## src/tfst_pkg.sv

```systemverilog
// ----------------------------------------------------------------------------
// TCP session table package
// Shared payload types, request and status codes, and default sizes.
// ----------------------------------------------------------------------------
package tfst_pkg;

  localparam int BUCKET_BITS_DEF = 10;
  localparam int WAYS_DEF        = 4;
  localparam int MAX_WORKERS_DEF = 8;

  localparam int HANDLE_W = 12;
  localparam int QUEUE_W  = 3;
  localparam int STATUS_W = 3;
  localparam int LOAD_W   = 13;
  localparam int CFG_W    = 4;

  localparam logic [LOAD_W-1:0] LOAD_MAX = 13'd8191;

  localparam logic [1:0] REQ_LOOKUP = 2'd0;
  localparam logic [1:0] REQ_INSERT = 2'd1;
  localparam logic [1:0] REQ_REMOVE = 2'd2;

  localparam logic [STATUS_W-1:0] ST_FOUND     = 3'd0;
  localparam logic [STATUS_W-1:0] ST_NOT_FOUND = 3'd1;
  localparam logic [STATUS_W-1:0] ST_INSERTED  = 3'd2;
  localparam logic [STATUS_W-1:0] ST_FULL      = 3'd3;
  localparam logic [STATUS_W-1:0] ST_REMOVED   = 3'd4;
  localparam logic [STATUS_W-1:0] ST_EMPTY     = 3'd5;

  typedef struct packed {
    logic [1:0]          req_type;
    logic [31:0]         src_ip;
    logic [15:0]         src_port;
    logic [31:0]         dst_ip;
    logic [15:0]         dst_port;
    logic [HANDLE_W-1:0] entry_handle;
  } tfst_req_t;

  typedef struct packed {
    logic [STATUS_W-1:0] status;
    logic [QUEUE_W-1:0]  queue_number;
    logic [HANDLE_W-1:0] handle_out;
    logic                source_is_larger;
  } tfst_rsp_t;

endpackage

```

## src/tfst_load.sv

```systemverilog
// ----------------------------------------------------------------------------
// Worker load tracker
// Holds one load counter per worker, finds the least-loaded worker one
// counter per cycle with a shared compare, and adjusts counts on request.
// ----------------------------------------------------------------------------
module tfst_load #(
  parameter int MAX_WORKERS = tfst_pkg::MAX_WORKERS_DEF
) (
  input  logic                              clk,
  input  logic                              rst_n,
  input  logic                              scan_start,
  input  logic [tfst_pkg::CFG_W-1:0]        worker_count,
  output logic                              scan_done,
  output logic [tfst_pkg::QUEUE_W-1:0]      best,
  input  logic                              inc,
  input  logic                              dec,
  input  logic [tfst_pkg::QUEUE_W-1:0]      sel
);
  import tfst_pkg::*;

  localparam int WI_W = (MAX_WORKERS > 1) ? $clog2(MAX_WORKERS) : 1;

  logic [LOAD_W-1:0] load_r [MAX_WORKERS];
  logic [WI_W:0]     idx_r, idx_nxt;
  logic [WI_W-1:0]   best_r, best_nxt;
  logic              busy_r, busy_nxt;
  logic [WI_W:0]     active;
  logic [WI_W-1:0]   sel_i;

  // Active worker count, clamped to one up to the number of counters.
  always_comb begin
    if (worker_count == '0) begin
      active = (WI_W+1)'(1);
    end else if (32'(worker_count) > MAX_WORKERS) begin
      active = (WI_W+1)'(MAX_WORKERS);
    end else begin
      active = (WI_W+1)'(worker_count);
    end
  end

  assign sel_i = sel[WI_W-1:0];

  // Scan sequencer: one counter compared per cycle, first minimum kept.
  always_comb begin
    idx_nxt  = idx_r;
    best_nxt = best_r;
    busy_nxt = busy_r;
    if (scan_start) begin
      idx_nxt  = (WI_W+1)'(1);
      best_nxt = '0;
      busy_nxt = 1'b1;
    end else if (busy_r) begin
      if (idx_r >= active || MAX_WORKERS == 1) begin
        busy_nxt = 1'b0;
      end else begin
        if (load_r[best_r] > load_r[idx_r[WI_W-1:0]]) begin
          best_nxt = idx_r[WI_W-1:0];
        end
        idx_nxt = idx_r + (WI_W+1)'(1);
      end
    end
  end

  assign scan_done = busy_r && (idx_r >= active || MAX_WORKERS == 1);
  assign best      = QUEUE_W'(best_r);

  always_ff @(posedge clk) begin
    if (!rst_n) begin
      busy_r <= 1'b0;
      idx_r  <= '0;
      best_r <= '0;
    end else begin
      busy_r <= busy_nxt;
      idx_r  <= idx_nxt;
      best_r <= best_nxt;
    end
  end

  // Counter update: saturating increment, decrement stops at zero.
  always_ff @(posedge clk) begin
    if (!rst_n) begin
      for (int i = 0; i < MAX_WORKERS; i++) begin
        load_r[i] <= '0;
      end
    end else if (inc && load_r[sel_i] < LOAD_MAX) begin
      load_r[sel_i] <= load_r[sel_i] + LOAD_W'(1);
    end else if (dec && 32'(sel) < MAX_WORKERS && load_r[sel_i] != '0) begin
      load_r[sel_i] <= load_r[sel_i] - LOAD_W'(1);
    end
  end

endmodule

```

## config.mk

```make
export PLATFORM = sky130hd
export DESIGN_NAME = tfst_load
export DESIGN_NICKNAME = d
export VERILOG_FILES = /design/src/tfst_pkg.sv /design/src/tfst_load.sv
export SDC_FILE = /design/constraint.sdc
export NUM_CORES = 1
export LEC_CHECK = 0
export BUFFER_PORTS_ARGS = -buffer_cell sky130_fd_sc_hd__clkbuf_2
export CAP_MARGIN = 20
export CORE_MARGIN = 2
export CORE_UTILIZATION = 38
export DETAILED_ROUTE_END_ITERATION = 6
export PLACE_DENSITY = 0.62
export SLEW_MARGIN = 10
export SYNTH_ARGS = -nofsm -noshare
export SYNTH_HDL_FRONTEND = slang
export SYNTH_SLANG_ARGS = --single-unit
```

## constraint.sdc

```tcl
create_clock -name clk -period 12.2 [get_ports clk]
set_input_delay 0 -clock clk [delete_from_list [all_inputs] [get_ports clk]]
set_output_delay 0 -clock clk [all_outputs]
set_load 0.03 [all_outputs]
```

# After elaboration in Yosys (flattened, before gate mapping)

Memory sizes are Yosys's and may differ from the RTL's. A register that Yosys moved wholly into a read port is not among the register bits.
Index checks and enable logic that the tools add are counted.

Register bits after elaboration: 8
RAM bits: 104
Input bits: 12
Output and inout port bits: 4
Memories kept: 1

Add/sub/neg operators: 3
Magnitude comparators: 4
Equal/unequal tests: 1
Multiplexer cells: 22
Bitwise gates (word level): 3
Reductions and logical operators: 11

Memory list:

| memory | words | bits a word | read ports | clocked after Yosys merged registers in | write ports | RTL line        | source |
|---|---|---|---|---|---|---|---|
| load_r | 8     | 13          | 3          | 1                                       | 8           | tfst_load.sv:23 | `logic [LOAD_W-1:0] load_r [MAX_WORKERS];` |

Operator list:

| operator              | number |
|---|---|
| $mux 13               | 2 |
| $mux 1                | 15 |
| $add 13x1->13 const B | 1 |
| $gt 13x13->1          | 1 |
| $lt 13x13->1 const B  | 1 |
| $reduce_bool 13->1    | 1 |
| $reduce_or 13->1      | 1 |
| $sub 13x1->13 const B | 1 |
| $mux 3                | 3 |
| $mux 4                | 2 |
| $add 4x1->4 const B   | 1 |
| $ge 4x4->1            | 1 |
| $gt 4x4->1 const B    | 1 |
| $logic_not 4->1       | 1 |
| $reduce_and 2->1      | 2 |
| $logic_and 1x1->1     | 3 |
| $reduce_and 3->1      | 1 |
| $ne 2x2->1 const B    | 1 |
| $not 1->1             | 2 |
| $reduce_bool 2->1     | 1 |
| $reduce_or 2->1       | 1 |
| $or 1x1->1            | 1 |

# Depth between registers and ports, before layout

Gate-level depths: netlist of run 1.
An unclocked memory read counts as a cell.

Word-level depth: 10
Gate-level depth with buffers: 19
Gate-level depth less buffers: 16

# Worst setup path after synthesis of run 1

OpenSTA, ideal clock, no wires.

Path type: register to register
Start: memory load_r[3][10]
End: memory load_r[0][9], data pin
Library setup time: 0.271 ns
Arrival: 3.762 ns
Required time: 11.929 ns
Setup slack: 8.167 ns
Stages on the path, launching flop included: 17
Buffers on the path: 0
Clock period less this slack: 4.033 ns
Cell sequence: edfxtp_1 > mux4_1 > mux2_2 > a211oi_1 > and3_1 > a41o_1 > nor2_2 > ha_1 > a21o_1 > a21oi_1 > nor2_1 > a211oi_4 > o21bai_2 > a21oi_2 > mux2i_1 > a2111oi_4 > nor2_1

RTL lines:

| what        | RTL line |
|---|---|
| from (decl) | tfst_load.sv:23 |

==> results of run 1 <==
## metal layers
layer	GRT usage [%]	up-vias
met5	0	-
met4	9.17	0
met3	4.45	49
met2	32.3	281
met1	26.7	2636
li1	-	2304
## worst paths after layout
check	cells after the start	startpoint	endpoint	slack [ns]
max	16	load_r[4][12]	load_r[0][9]	7.65
min	3	scan_start	idx_r[0]	0.37
max reg2reg	16	load_r[4][12]	load_r[0][9]	7.65
min reg2reg	2	best[2]	best[2]	0.53
## power groups by stage
| stage | combinational [mW] | clock (mW) | sequential [mW] |
|---|---|---|---|
| 4_1_cts | 0.197 | 0.543 | 0.470 |
| 6_report | 0.198 | 0.542 | 0.470 |
| 5_1_grt | 0.214 | 0.563 | 0.472 |
| 3_3_place_gp | 0.192 | 0 | 0.476 |
| 2_1_floorplan | 0.147 | 0 | 0.469 |
| 3_5_place_dp | 0.195 | 0 | 0.478 |
## layout make-up
class / count / share of cell area (%)
repair buffers: 24 / 1.89
multi-input cells: 432 / 47.1
clock buffers: 29 / 7.55
clock inverters: 3 / 0.174
flip-flops and latches: 115 / 38.9
inverters: 12 / 0.523
well taps: 265 / 3.85
## registers in the layout, summed over array words and instances, names as in the netlist, named ones only
| register | flops |
|---|---|
| best | 3 |
| load_r | 104 |
| idx_r | 4 |
| busy_r | 1 |
## stage by stage
step	cell area, um^2	hold slack, ns
floorplan	7620	0.124
detailed placement	7890	0.252
global placement	7890	0.248
CTS	8580	0.365
finish	8600	0.367
global route	8600	0.386
## cells by family after synthesis
kind of cell    Yosys count  synth area share (%)
simple gates            203                  11.2
mux                     127                  29.5
flops                   115                  43.9
compound gates           58                  5.65
buf+inv                  50                  2.94
fa+ha+maj                30                  5.02
xor+xnor                 14                  1.81
## placed cells by master (no fill, tap or decap), drive strengths merged, types with 2 or more instances in the layout
cell / synthesis / layout
buf: 23 / 6
o22ai: 2 / 2
clkinv: 0 / 3
and2: 2 / 2
o21a: 5 / 5
nor2: 128 / 128
a211o: 2 / 2
o21bai: 3 / 3
nand2: 35 / 35
a211oi: 3 / 3
ha: 29 / 29
and4: 2 / 2
nand2b: 9 / 9
mux4: 75 / 75
mux2i: 28 / 28
nor3: 5 / 5
nand3: 7 / 7
a21o: 6 / 6
dfxtp: 11 / 11
mux2: 24 / 24
nand4: 6 / 6
xor2: 6 / 6
o21ai: 8 / 8
xnor2: 8 / 8
nand3b: 2 / 2
dlygate4sd3: 0 / 3
nor2b: 4 / 4
edfxtp: 104 / 104
clkbuf: 15 / 44
inv: 12 / 12
a21oi: 18 / 18
## tightest hold or removal path: stages
cell           delay [ns]
dlygate4sd3_1        0.52
clkbuf_2             0.12
o21a_1               0.12
==> flow_summary.json, run 1 <==
{
  "status": "finished clean",
  "overflow": 0,
  "place_congestion": 0.888,
  "cp_top_family": "compound AO/OA/AOI/OAI gates",
  "rows": 51,
  "post-place-ws_ns": 7.12,
  "die_x_um": 146,
  "finalSetupViolCount": 0,
  "wl_met1_um": 8540,
  "finalWirelength_um": 20900,
  "stdcell_count": 880,
  "yosysMostFrequentCell": "nor2_1",
  "initialDrtViolationCount": 541,
  "fin_crit_ns": 4.55,
  "critPathArrivalTime_ns": 4.70,
  "seqCellArea_mm2": 0.00335,
  "synth_edf_count": 104,
  "cts-root-buf": "clkbuf_16",
  "synth_area_per_cell_um2": 12.8,
  "post_cts.repair.setup_buffers": 0,
  "path_clk_slew_ns": 0.06,
  "ioPinCount": 16,
  "vdd_drop_max_v": 0.0000751,
  "hpwl_um": 13600,
  "firstDrtPassIters": 6,
  "grt_max_degree": 45,
  "tightest_slew_ns": 0.997,
  "synthArstFlopShare_pct": 0,
  "via_per_inst": 5.99,
  "clkPwrFrac_pct": 44.8,
  "fill_cells": 1784,
  "route.met2.wl_um": 10000,
  "intPower_uw": 896,
  "via_count": 5270,
  "p_per_area_mw_per_mm2": 141,
  "path_cells": "mux2i_1 > mux4_2 > o21ai_0 > nand3_1 > o31a_1 > nor2_2 > ha_1 > a21o_1 > a21oi_1 > nor2_1 > a211oi_4 > o21bai_2 > a21oi_2 > mux2i_1 > a2111oi_4 > nor2_1",
  "synthFlopType": "edfxtp_1",
  "start_util_pct": 38.9,
  "pwr-share-comb_pct": 16.3,
  "ys_top_cells_by_count": "nor2_1, edfxtp_1, mux4_2",
  "path_class": "flip-flop to flip-flop",
  "hold_path_class": "input pin to flip-flop",
  "track_usage_pct": 20.3,
  "cts_resized": 0,
  "io_buffer_count": 15,
  "critical_path.slowest_cell": "a2111oi_4",
  "nets": 644,
  "final.setup.tns_ns": 0,
  "p_total_mw": 1.21,
  "postCtsHoldBufs": 3,
  "critPathBufInv": 0,
  "synth_top_cell_by_area": "edfxtp_1",
  "power_leakage_nw": 3.12,
  "drive_above_1_share_pct": 26.2,
  "ctsLongestPathBuffers": 2,
  "wl_met3_um": 1750,
  "wl_per_cell_um": 23.8,
  "grt_pass1_wl_um": 31600,
  "synth_cells": 597,
  "syn-cell-area_mm2": 0.00762,
  "syn-num-nets": 639,
  "synthTopCellsByArea": "edfxtp_1, mux4_2, nor2_1, ha_1, mux2i_1",
  "yosys_warnings": 0,
  "slew_headroom_pct": 33.3,
  "insertedDiodeCount": 0,
  "ant_nets": 0,
  "cts-htree-levels": 4,
  "cp-end-kind": "flip-flop",
  "grt_setup_unrepaired": "no",
  "crit_required_ns": 12.34,
  "antenna_found_initial": 0,
  "crit_path_start_kind": "flip-flop",
  "setup_slack_ns": 7.65,
  "syn2layout_area_growth_pct": 12.9,
  "cts_tree": "built",
  "slowest_delay_ns": 0.57,
  "clkLatencyLatePin_ns": 0.43,
  "dr.max_layer_used": "met4",
  "die_area_mm2": 0.0212,
  "finalCritPeriodShare_pct": 37.3,
  "power.share.sequential_pct": 38.9,
  "yosysUniqueCellTypes": 55,
  "net-switching-power_uw": 314,
  "drc_errors": 0,
  "multiInputGateArea_mm2": 0.00406,
  "finalMaxSlewViolations": 0,
  "cts_sinks": 115,
  "fmax_mhz": 220,
  "utilization_pct": 43.9,
  "drv_cap": 0,
  "final_hold_viol_count": 0,
  "die_h_um": 146,
  "ys_seq_elements": 115,
  "swShare_pct": 25.9,
  "core-area_mm2": 0.0196,
  "dp_cells": 844,
  "synth_top_cell_area_share_pct": 41.0,
  "fin_worst_skew_ns": 0.00852,
  "cp_max_fo": 13,
  "ys_seq_area_share_pct": 43.9,
  "cts_buffers": 17,
  "grt_pass1_vias": 5333
}
Power figures use the tool's default switching activity.
==> run 2: changes to the inputs <==
- ABC_AREA: unset -> 1
- PLACE_DENSITY: 0.62 -> 0.64
- clock period: 12.2 -> 4.1 ns (I/O delays scaled with it)
==> flow_summary.json, run 2 <==
{
  "status": "finished clean",
  "yosysMostFrequentCell": "nand2_1",
  "synth_edf_count": 104,
  "p_per_area_mw_per_mm2": 400,
  "place_congestion": 0.889,
  "overflow": 0,
  "min_from": "rst_n",
  "fin_crit_ns": 3.69,
  "power_leakage_nw": 3.86,
  "regMostFlops": "load_r",
  "finalMaxSlewViolations": 0,
  "syn2layout_area_growth_pct": 11.4,
  "yosysUniqueCellTypes": 38,
  "nets": 1140,
  "fmax_mhz": 271,
  "synth_area_per_cell_um2": 7.33,
  "syn-num-nets": 1147,
  "r2r_cells": 21,
  "hpwl_um": 17200,
  "crit_path_start_kind": "flip-flop",
  "slew_headroom_pct": 36.2,
  "ys_seq_area_share_pct": 41.3,
  "die_h_um": 150,
  "cts_buffers": 17,
  "synth_top_cell_by_area": "edfxtp_1",
  "synthArstFlopShare_pct": 0,
  "finalSetupViolCount": 0,
  "postCtsHoldBufs": 1,
  "wl_per_cell_um": 18.6,
  "largest_register_ffs": 104,
  "via_count": 7643,
  "cp_max_fo": 12,
  "drv_cap": 0,
  "post_cts.repair.setup_buffers": 0,
  "firstDrtPassIters": 5,
  "grt_setup_unrepaired": "no",
  "hold_path_class": "input pin to flip-flop",
  "post-place-ws_ns": 0.389,
  "finalWirelength_um": 25700,
  "io_buffer_count": 15,
  "ys_seq_elements": 115,
  "tightest_slew_ns": 0.955,
  "fin_worst_skew_ns": 0.0112,
  "cts-root-buf": "clkbuf_16",
  "synth_cells": 1105,
  "start_util_pct": 38.6,
  "grt_max_degree": 53,
  "synth_top_cell_area_share_pct": 38.6,
  "track_usage_pct": 23.6,
  "ys_top_cells_by_count": "nand2_1, nor2_1, o21ai_0",
  "ioPinCount": 16,
  "finalCritPeriodShare_pct": 89.9,
  "initialDrtViolationCount": 992,
  "final.setup.tns_ns": 0,
  "drc_errors": 0,
  "setup_slack_ns": 0.414,
  "final_hold_viol_count": 0,
  "core-area_mm2": 0.0210,
  "cts_resized": 0,
  "reg2reg_slack_ns": 0.41,
  "die_x_um": 150,
  "grt_pass1_vias": 7077,
  "antenna_found_initial": 0,
  "whs_endpoint": "idx_r[0]",
  "ant_nets": 0,
  "yosys_warnings": 0,
  "via_per_inst": 5.51,
  "synthTopCellsByArea": "edfxtp_1, nand2_1, o21ai_0, nor2_1, a21oi_1",
  "path_class": "flip-flop to flip-flop",
  "fill_cells": 2122,
  "cts-htree-levels": 4,
  "ctsLongestPathBuffers": 2,
  "cts_sinks": 115,
  "hold_depth": 3,
  "cp-end-kind": "flip-flop",
  "layout_common_cells": "nand2_1, nor2_1, o21ai_0",
  "cts_tree": "built",
  "syn-cell-area_mm2": 0.00810,
  "worstReg2RegStart": "load_r[2][1]",
  "rr_endpoint": "load_r[1][10]",
  "path_clk_slew_ns": 0.06,
  "clkLatencyLatePin_ns": 0.43,
  "synthFlopType": "edfxtp_1",
  "crit_required_ns": 4.27,
  "drive_above_1_share_pct": 8.82,
  "layout_commonest_cell": "nand2_1",
  "insertedDiodeCount": 0,
  "critPathArrivalTime_ns": 3.86,
  "die_area_mm2": 0.0225,
  "grt_pass1_wl_um": 39900,
  "vdd_drop_max_v": 0.000248,
  "rows": 53
}
## run 2: logic make-up (layout without fill, tap and decap cells)
family / after synthesis / after routing / synth area share [%]
buffers and inverters: 142 / 148 / 8.02
flip-flops: 115 / 115 / 41.3
AND/OR/NAND/NOR: 541 / 541 / 26.7
XOR/XNOR: 10 / 10 / 1.27
adder cells (fa/ha/maj): 30 / 30 / 4.73
AO/OA/AOI/OAI: 267 / 267 / 18.0
## run 2: through the flow
stage / hold WS, ns / utilization [%] / instance area, um^2 / power, mW / instances
after floorplan: 0.121 / - / 8100 / 1.85 / 1105
after global routing: 0.190 / 43.0 / 9020 / 3.73 / 1386
after global placement: 0.263 / 40.1 / 8410 / 2.08 / 1353
after CTS: 0.130 / 43.0 / 9020 / 3.60 / 1386
final: 0.159 / 43.0 / 9020 / 3.61 / 1386
after detailed placement: 0.263 / 40.1 / 8410 / 2.09 / 1353
## run 2: metal layers
layer / wire length, um / share of wire, % / up-vias / track usage, %
met5: 0 / 0 / - / 0
met4: 999 / 3.9 / 0 / 11.8
met3: 2460 / 9.5 / 62 / 3.75
met2: 11600 / 45 / 446 / 36.8
met1: 10700 / 42 / 3455 / 31.7
li1: - / - / 3680 / -
## run 2: worst max-delay path, cell delays in order (launching register included)
cell and delay [ns]:
edfxtp_1 0.41, nand2_1 0.07, o21ai_1 0.08, nand2_1 0.06
nand2_1 0.12, nand2_1 0.08, nand2_2 0.13, inv_2 0.04
nand2_1 0.05, nor2_1 0.05, a21oi_1 0.22, nand2_2 0.12
inv_1 0.32, ha_1 0.35, a21o_1 0.19, a31oi_1 0.27
inv_1 0.11, a21oi_1 0.21, o21ai_0 0.13, xor2_1 0.16
buf_4 0.19, nor2_1 0.07
## run 2: how the worst max path moves through the flow
stage                    endpoint    startpoint  slack (ns)  depth (start not counted)
floorplan           load_r[0][10]        sel[1]        0.83                         22
global placement    load_r[6][10]        sel[1]        0.45                         22
detailed placement  load_r[6][10]        sel[1]        0.39                         22
CTS                 load_r[1][10]  load_r[2][1]        0.48                         21
global route        load_r[1][10]  load_r[6][3]        0.12                         21
finish              load_r[1][10]  load_r[2][1]        0.41                         21
## run 2: report_power, final
group	switching (mW)	total, mW	internal (mW)
Sequential	0.0607	1.40	1.34
Combinational	0.464	0.677	0.213
Clock	0.616	1.53	0.910
Total	1.14	3.61	2.46
## run 2: final cells by class
cell class                      count  area, um^2  area share (%)
Tap cell                          275         344            3.82
Clock inverter                     15         169            1.87
Inverter                           72         270            3.00
Timing Repair Buffer               44         358            3.97
Multi-Input combinational cell    848        4100            45.5
Sequential cell                   115        3350            37.1
Clock buffer                       17         425            4.72
